**config.mk**
```make
export PLATFORM = sky130hd
export DESIGN_NAME = ftta_cell
export DESIGN_NICKNAME = d
export VERILOG_FILES = /design/src/hw/rtl/ftta_pkg.sv /design/src/hw/rtl/ftta_cell.sv
export SDC_FILE = /design/constraint.sdc
export NUM_CORES = 1
export LEC_CHECK = 0
export CAP_MARGIN = 20
export CORE_UTILIZATION = 45
export DETAILED_ROUTE_END_ITERATION = 7
export DONT_BUFFER_PORTS = 1
export HOLD_SLACK_MARGIN = 0.03
export PLACE_DENSITY = 0.67
export SYNTH_ARGS = -nofsm -noshare
export SYNTH_HDL_FRONTEND = slang
export SYNTH_SLANG_ARGS = --single-unit
export TNS_END_PERCENT = 5
```
**constraint.sdc**
```tcl
create_clock -name clock -period 51.7 [get_ports clock]
set_input_delay 7.755 -clock clock [delete_from_list [all_inputs] [get_ports clock]]
set_output_delay 7.755 -clock clock [all_outputs]
set_load 0.02 [all_outputs]
```
**src/hw/rtl/ftta_pkg.sv**
```systemverilog
// Shared constants, request and status codes, and the token type for the flow table.
`timescale 1ns / 1ps

package ftta_pkg;

   // Table depth and derived count width
   localparam int ENTRIES = 64;
   localparam int CNT_W   = $clog2(ENTRIES + 1);

   // Fixed field widths
   localparam int ADDRS_W    = 64;
   localparam int PP_W       = 40;
   localparam int TIME_W     = 32;
   localparam int INTERVAL_W = 31;
   localparam int OP_W       = 3;
   localparam int STATUS_W   = 2;
   localparam int COUNT_W    = 7;
   localparam int PADDR_W    = 3;

   // Configuration register
   localparam logic [INTERVAL_W-1:0] INTERVAL_RESET = 31'd1000;
   localparam logic                  REG_INTERVAL   = 1'b0;

   // Request codes
   localparam logic [OP_W-1:0] OP_INSERT = 3'd0;
   localparam logic [OP_W-1:0] OP_PEEK   = 3'd1;
   localparam logic [OP_W-1:0] OP_REMOVE = 3'd2;
   localparam logic [OP_W-1:0] OP_CLEAR  = 3'd3;
   localparam logic [OP_W-1:0] OP_TICK   = 3'd4;

   // Status codes
   localparam logic [STATUS_W-1:0] ST_OK   = 2'd0;
   localparam logic [STATUS_W-1:0] ST_MISS = 2'd1;
   localparam logic [STATUS_W-1:0] ST_FULL = 2'd2;

   // Request token that walks down the row of cells
   typedef struct packed {
      logic               vld;
      logic [OP_W-1:0]    op;
      logic [ADDRS_W-1:0] addrs;
      logic [PP_W-1:0]    pp;
      logic [TIME_W-1:0]  tm;
      logic               sweep;
      logic               done;
      logic [CNT_W-1:0]   removed;
   } tok_type;

endpackage

```
**src/hw/rtl/ftta_cell.sv**
```systemverilog
// One table entry: holds a tuple, its stamp and valid bit, and applies each passing item.
`timescale 1ns / 1ps

module ftta_cell (
   input  logic                            clock,
   input  logic                            reset,
   input  logic [ftta_pkg::INTERVAL_W-1:0] interval,
   input  ftta_pkg::tok_type               up_tok,
   output ftta_pkg::tok_type               dn_tok
);

   logic                         valid_ff;
   logic                         valid_in;
   logic [ftta_pkg::ADDRS_W-1:0] addrs_ff;
   logic [ftta_pkg::ADDRS_W-1:0] addrs_in;
   logic [ftta_pkg::PP_W-1:0]    pp_ff;
   logic [ftta_pkg::PP_W-1:0]    pp_in;
   logic [ftta_pkg::TIME_W-1:0]  stamp_ff;
   logic [ftta_pkg::TIME_W-1:0]  stamp_in;
   ftta_pkg::tok_type            tok_ff;
   ftta_pkg::tok_type            tok_in;
   logic                         write_en;
   logic                         match;
   logic [ftta_pkg::TIME_W-1:0]  age;
   logic                         aged;

   // Compare the entry with the passing tuple and check its age
   assign match = valid_ff && (addrs_ff == up_tok.addrs) && (pp_ff == up_tok.pp);
   assign age   = up_tok.tm - stamp_ff;
   assign aged  = valid_ff && (age > {1'b0, interval});

   // Apply the item to this entry and update the token
   always_comb begin
      tok_in   = up_tok;
      valid_in = valid_ff;
      write_en = 1'b0;
      if (up_tok.vld) begin
         unique case (up_tok.op)
            ftta_pkg::OP_INSERT: begin
               if (!up_tok.done && !valid_ff) begin
                  valid_in    = 1'b1;
                  write_en    = 1'b1;
                  tok_in.done = 1'b1;
               end
            end
            ftta_pkg::OP_PEEK: begin
               if (match) begin
                  tok_in.done = 1'b1;
               end
            end
            ftta_pkg::OP_REMOVE: begin
               if (!up_tok.done && match) begin
                  valid_in       = 1'b0;
                  tok_in.done    = 1'b1;
                  tok_in.removed = up_tok.removed + ftta_pkg::CNT_W'(1);
               end
            end
            ftta_pkg::OP_CLEAR: begin
               if (valid_ff) begin
                  valid_in       = 1'b0;
                  tok_in.removed = up_tok.removed + ftta_pkg::CNT_W'(1);
               end
            end
            ftta_pkg::OP_TICK: begin
               if (up_tok.sweep && aged) begin
                  valid_in       = 1'b0;
                  tok_in.removed = up_tok.removed + ftta_pkg::CNT_W'(1);
               end
            end
            default: begin
            end
         endcase
      end
   end

   // Load the entry payload on insert
   assign addrs_in = write_en ? up_tok.addrs : addrs_ff;
   assign pp_in    = write_en ? up_tok.pp    : pp_ff;
   assign stamp_in = write_en ? up_tok.tm    : stamp_ff;

   // Control state and token hand-off
   always_ff @(posedge clock) begin
      if (reset) begin
         valid_ff <= 1'b0;
         tok_ff   <= '0;
      end else begin
         valid_ff <= valid_in;
         tok_ff   <= tok_in;
      end
   end

   // Payload state
   always_ff @(posedge clock) begin
      addrs_ff <= addrs_in;
      pp_ff    <= pp_in;
      stamp_ff <= stamp_in;
   end

   assign dn_tok = tok_ff;

endmodule

```
=== After elaboration in Yosys (flattened, before gate mapping) ===
Index checks and enable logic that the tools add are counted.
W data, S select, Z words.

* Flip-flop bits (word level): 286
* Bits in latches: 0
* RAM bits: 0
* Bits in read-only memories: 0
* Input port bits: 182
* Output and inout bits: 149
* Word-level logic and storage cells: 50
* Memories: 0

* Add/sub/neg operators: 2
* Multipliers: 0
* Div/mod/pow operators: 0
* Magnitude comparators: 1
* Equality and inequality tests: 9
* Shifts and indexed selects: 0
* Multiplexer cells: 15
* Bitwise gates (word level): 0
* Reductions and logical operators: 11

{| class="wikitable"
|+ Operator list
! cell !! count
|-
| $eq A64 B64 Y1 || 1
|-
| $eq A40 B40 Y1 || 1
|-
| $gt A32 B31 Y1 || 1
|-
| $sub A32 B32 Y32 || 1
|-
| $pmux W7 S3 || 1
|-
| $mux W8 || 2
|-
| $mux W7 || 2
|-
| $mux W1 || 8
|-
| $add A7 B1 Y7 const B || 1
|-
| $eq A3 B2 Y1 const B || 2
|-
| $logic_and A1 B1 Y1 || 6
|-
| $ne A2 B2 Y1 const B || 3
|-
| $reduce_and A5 Y1 || 1
|-
| $pmux W1 S4 || 1
|-
| $reduce_bool A4 Y1 || 1
|-
| $eq A3 B1 Y1 const B || 1
|-
| $eq A3 B3 Y1 const B || 1
|-
| $logic_not A3 Y1 || 1
|-
| $pmux W1 S3 || 1
|-
| $logic_not A1 Y1 || 2
|}

=== Longest topological paths before layout ===
* Depth in word-level cells: 7
* Gate-level depth with buffers: 22
* Depth with buffers taken out: 22

=== Least setup slack after synthesis ===
Ideal clock, no wire load.

* Path type: input to register
* From: input port up_tok[145] in the netlist's numbering
* To: register valid_ff
* Setup time: 0.121 ns
* Arrival time: 23.079 ns
* Required time: 51.579 ns
* Path slack: 28.500 ns
* Stages on the path: 4
* Buffers on the path: 0
* Cells stage by stage: nor2_1 -> nor4b_1 -> o221ai_1 -> a31oi_1

* Word-level cells in the longest chain between the ends: 3
* Elaborated cells between the ends (all ways): 10
* Classes of those cells: 6 x eq/ne; 1 x mux; 3 x reduce/logical

{| class="wikitable"
|+ RTL lines
! element !! RTL line !! text
|-
| start, declared || ftta_cell.sv:8 || <nowiki>input ftta_pkg::tok_type up_tok,</nowiki>
|-
| $eq A3 B3 Y1 (tied with other cells) || ftta_cell.sv:38 || <nowiki>unique case (up_tok.op)</nowiki>
|-
| $reduce_bool A4 Y1 (no source line) or $ne A2 B2 Y1 (tied branches) || -- ||
|-
| $reduce_and A5 Y1 (no source line) || -- ||
|-
| end signal, assigned || ftta_cell.sv:87 || <nowiki>valid_ff <= valid_in;</nowiki>
|-
| end, declared || ftta_cell.sv:12 || <nowiki>logic valid_ff;</nowiki>
|}

Several ways; a longest one is shown, not always the timed one.
A chain may end at the register's enable or synchronous reset.

=== Worst setup path after layout ===
* From: input port up_tok[9] in the netlist's numbering
* To: register tok_ff (netlist bit dn_tok[5])

* Word-level cells in the longest chain between the ends: 7

{| class="wikitable"
|+ RTL lines
! element !! RTL line !! text
|-
| $sub A32 B32 Y32 || ftta_cell.sv:29 || <nowiki>assign age = up_tok.tm - stamp_ff;</nowiki>
|-
| $gt A32 B31 Y1 || ftta_cell.sv:30 || <nowiki>assign aged = valid_ff && (age > {1'b0, interval});</nowiki>
|-
| $logic_and A1 B1 Y1 || ftta_cell.sv:30 ||
|-
| $logic_and A1 B1 Y1 || ftta_cell.sv:65 || <nowiki>if (up_tok.sweep && aged) begin</nowiki>
|-
| $mux W7 || ftta_cell.sv:65 ||
|-
| $pmux W7 S3 || ftta_cell.sv:38 ||
|-
| $mux W8 || ftta_cell.sv:37 || <nowiki>if (up_tok.vld) begin</nowiki>
|-
| end signal, assigned || ftta_cell.sv:88 || <nowiki>tok_ff <= tok_in;</nowiki>
|-
| end, declared || ftta_cell.sv:20 || <nowiki>ftta_pkg::tok_type tok_ff;</nowiki>
|}

No other way between the ends.

==> impl_metrics.yaml <==
floorplan:
  ioPinCount: 331
  die_y_microns: 170
  design.die.area_sq_um: 28700
  width_of_the_chip_microns: 170
  placeableCoreArea_sq_um: 27300
  initial_core_util_pct: 46.3
  std_cell_rows: 60
grt:
  via_count_of_the_first_global_routing_pass: 8026
  grt_first_pass_wirelength_microns: 44300
  overflow_left_after_global_routing: 0
  grt_max_degree: 150
  antenna_found_initial: 0
  global_route.usage.total_pct: 19.8
place:
  dp_worst_setup_slack_ps: 39290
  routabilityCongestion: 0.910
  port_buffers: 0
  detailedPlacementHpwl_microns: 21700
worst_setup_path:
  worst-setup-path-type: "in2reg"
  cp-end-kind: "flop"
  crit_required_ps: 52140
  worstPathMaxFanout: 5
  crit_path_start_kind: "input port"
  cp_data_arrival_time_ps: 12410
cells_and_area:
  final_util_pct: 51.5
  flow.area_growth_from_synthesis_pct: 11.2
  insertedDiodeCount: 0
  drive_gt1_share_pct: 6.27
  finalNetCount: 1370
clock_network:
  tritoncts: "built"
  post_cts_buffers: 0
  cts_repair_resize_count: 0
  clock-sinks: 286
  worst_skew_pair.late_latency_ps: 570
  clk_pin_slew_worst_paths_ps: 60
  cts.path.max_buffers: 3
  clock_tree.root_cell: "sky130_fd_sc_hd__clkbuf_16"
  number_of_buffers_inserted_for_hold_repair_after_clock_tree_synthesis: 0
  cts_made_buffers: 30
  ctsHtreeMaxLevel: 1
yosys:
  synth_enable_flop_cells: 136
  mappedNetlistArea_sq_um: 12600
  yosys.area_share.xor_xnor_pct: 7.35
  synth-main-ff-cell: "sky130_fd_sc_hd__dfxtp_1"
  ys.warnings.count: 0
  synth-seq-area-share_pct: 56.1
  synth_mux_area_share_pct: 0.396
  synth_top_area_cell: "sky130_fd_sc_hd__edfxtp_1"
  syn_inst: 1110
  synth_adder_area_share_pct: 6.40
  synth.ff_latch_count: 286
  synthesis.area_per_instance_sq_um: 11.4
  netlist-cell-type-count: 65
  synth_top_area_share_pct: 32.3
  synth_compound_gate_area_share_pct: 9.11
  asyncSetResetFlopFracSynth_pct: 0
  syn-num-nets: 1356
  synth_top_family_by_area: "simple AND/OR/NAND/NOR gates"
  netlist_top_cells_area: "sky130_fd_sc_hd__edfxtp_1 (32%), sky130_fd_sc_hd__dfxtp_1 (24%), sky130_fd_sc_hd__nor2b_1 (7.2%)"
  post_synth_and_or_nand_nor_area_fraction_pct: 17.4
route:
  vias_per_cell: 5.32
  routed_wire_length_per_instance_microns: 19.1
  routed-via-count: 8089
  totalWireLength_microns: 29000
  drc: 0
  first_pass_iters: 5
  ant_nets: 0
  dr.first_iter.drc_count: 516
min_path:
  timing.hold.worst.class: "reg2reg"
sta:
  rsz0062_at_grt: "false"
  fin_skew_ps: 12.5
  hold_violations: 0
  tcrit_tclk_final_pct: 23.1
  timing.slew.headroom_pct: 35.9
  finalSetupViolations: 0
  timing.fmax_ghz: 0.0836
  setup_tns_after_final_layout_ps: 0
  post-route-min-period_ps: 11970
  fin_ws_ps: 39730
  tightest_slew_ps: 962
  worst_hold_slack_ps: 854
  timing_max_transition_violations_final: 0
job:
  maxCapViolations: 0
status:
  status: "completed"
power_and_ir_drop:
  cellLeakagePower_nw: 5.42
  peakVddDrop_v: 0.0000277
  power_dens_cells_nw_per_um2: 36.4
[through the flow]
| stage | power (mW) | area, sq um | cells |
|---|---|---|---|
| after floorplan | 0.292 | 12600 | 1110 |
| after global placement | 0.297 | 13000 | 1464 |
| after detailed placement | 0.298 | 13000 | 1464 |
| after CTS | 0.517 | 14000 | 1520 |
| after global routing | 0.530 | 14000 | 1520 |
| final | 0.511 | 14000 | 1520 |
[critical path, stage by stage]
cell                       delay, ps
sky130_fd_sc_hd__inv_1            60
sky130_fd_sc_hd__ha_1            180
sky130_fd_sc_hd__inv_1            70
sky130_fd_sc_hd__fa_1            400
sky130_fd_sc_hd__a21o_1          180
sky130_fd_sc_hd__a21oi_1         260
sky130_fd_sc_hd__o21ai_0         160
sky130_fd_sc_hd__nand4_1         190
sky130_fd_sc_hd__nand2_1         160
sky130_fd_sc_hd__a31oi_1         290
sky130_fd_sc_hd__o21ai_0         230
sky130_fd_sc_hd__xor2_1          190
sky130_fd_sc_hd__ha_1            320
sky130_fd_sc_hd__nand4_1         150
sky130_fd_sc_hd__nor4_1          440
sky130_fd_sc_hd__o31ai_1         160
sky130_fd_sc_hd__a211oi_1        280
sky130_fd_sc_hd__o21ai_2         170
sky130_fd_sc_hd__a211oi_1        360
sky130_fd_sc_hd__mux2i_1         270
sky130_fd_sc_hd__o22ai_1         120
[power breakdown]
group / internal [mW] / switching, mW
Sequential: 0.245 / 0.0111
Clock: 0.123 / 0.0946
Combinational: 0.0175 / 0.0199
Total: 0.386 / 0.126
[synth_stat cells (3+ instances only)]
| cell type | n |
|---|---|
| sky130_fd_sc_hd__and4_1 | 3 |
| sky130_fd_sc_hd__nand2_1 | 46 |
| sky130_fd_sc_hd__and2_1 | 4 |
| sky130_fd_sc_hd__ha_1 | 63 |
| sky130_fd_sc_hd__edfxtp_1 | 136 |
| sky130_fd_sc_hd__or4_1 | 3 |
| sky130_fd_sc_hd__o21a_1 | 4 |
| sky130_fd_sc_hd__and3_1 | 7 |
| sky130_fd_sc_hd__dfxtp_1 | 150 |
| sky130_fd_sc_hd__nor4_1 | 20 |
| sky130_fd_sc_hd__nor3_1 | 5 |
| sky130_fd_sc_hd__mux2i_1 | 5 |
| sky130_fd_sc_hd__clkbuf_1 | 17 |
| sky130_fd_sc_hd__inv_1 | 81 |
| sky130_fd_sc_hd__xnor2_1 | 73 |
| sky130_fd_sc_hd__nand4_1 | 34 |
| sky130_fd_sc_hd__o21ai_0 | 23 |
| sky130_fd_sc_hd__nand3_1 | 25 |
| sky130_fd_sc_hd__o21bai_1 | 5 |
| sky130_fd_sc_hd__a211oi_1 | 7 |
| sky130_fd_sc_hd__o2111ai_1 | 7 |
| sky130_fd_sc_hd__a31oi_1 | 7 |
| sky130_fd_sc_hd__nand4b_1 | 3 |
| sky130_fd_sc_hd__o31ai_1 | 3 |
| sky130_fd_sc_hd__a21o_1 | 29 |
| sky130_fd_sc_hd__nand2b_1 | 41 |
| sky130_fd_sc_hd__xor2_1 | 33 |
| sky130_fd_sc_hd__nor2_1 | 35 |
| sky130_fd_sc_hd__nor2b_1 | 146 |
| sky130_fd_sc_hd__a221o_1 | 3 |
| sky130_fd_sc_hd__o221ai_1 | 3 |
| sky130_fd_sc_hd__a21oi_1 | 40 |
| sky130_fd_sc_hd__o211ai_1 | 10 |
[registers in the layout, indices dropped and copies added (netlist names)]
signal and count:
addrs_ff 64, dn_tok 149, pp_ff 40, stamp_ff 32, valid_ff 1
[placed cells by master (no fill, tap or decap), types with 9 or more instances in the layout]
cell,synthesis,layout
sky130_fd_sc_hd__inv_1,81,81
sky130_fd_sc_hd__o21ai_0,23,23
sky130_fd_sc_hd__clkinv_2,0,9
sky130_fd_sc_hd__o211ai_1,10,10
sky130_fd_sc_hd__nor2b_1,146,146
sky130_fd_sc_hd__xor2_1,33,33
sky130_fd_sc_hd__nand2_1,46,46
sky130_fd_sc_hd__nand2b_1,41,41
sky130_fd_sc_hd__edfxtp_1,136,136
sky130_fd_sc_hd__a21oi_1,40,40
sky130_fd_sc_hd__nand4_1,34,34
sky130_fd_sc_hd__ha_1,63,63
sky130_fd_sc_hd__a21o_1,29,29
sky130_fd_sc_hd__nor4_1,20,20
sky130_fd_sc_hd__nand3_1,25,25
sky130_fd_sc_hd__nor2_1,35,35
sky130_fd_sc_hd__clkbuf_16,0,31
sky130_fd_sc_hd__xnor2_1,73,73
sky130_fd_sc_hd__dfxtp_1,150,150
[layout make-up]
class | count | area [sq um]
inverters | 81 | 304
fillers | 2400 | 13200
well taps | 372 | 465
repair buffers | 3 | 22.5
clock inverters | 23 | 228
clock buffers | 33 | 793
multi-input cells | 722 | 5140
flip-flops and latches | 286 | 7090
[cell families (layout without fill, tap and decap cells)]
family | count (synthesis) | in the layout
AO/OA/AOI/OAI | 164 | 164
XOR/XNOR | 106 | 106
adder cells (fa/ha/maj) | 64 | 64
buffers and inverters | 102 | 140
flip-flops | 286 | 286
multiplexers | 5 | 5
AND/OR/NAND/NOR | 383 | 383
[per-layer routing]
layer	GRT usage [%]	vias up	part of all wire, %
met1	26.1	3781	44
met4	6.15	0	2.4
met2	31.7	319	46
met5	0	-	0
li1	-	3942	-
met3	5.13	47	8.0
[path summary, 6_finish.rpt]
path               start  slack [ps]  depth (start not counted)        end
max            up_tok[9]       39730                         21  dn_tok[5]
min             valid_ff         850                          2   valid_ff
max reg2reg  stamp_ff[0]       46650                         20  dn_tok[5]
min reg2reg     valid_ff         850                          2   valid_ff
(Power assumes the default switching activity.)
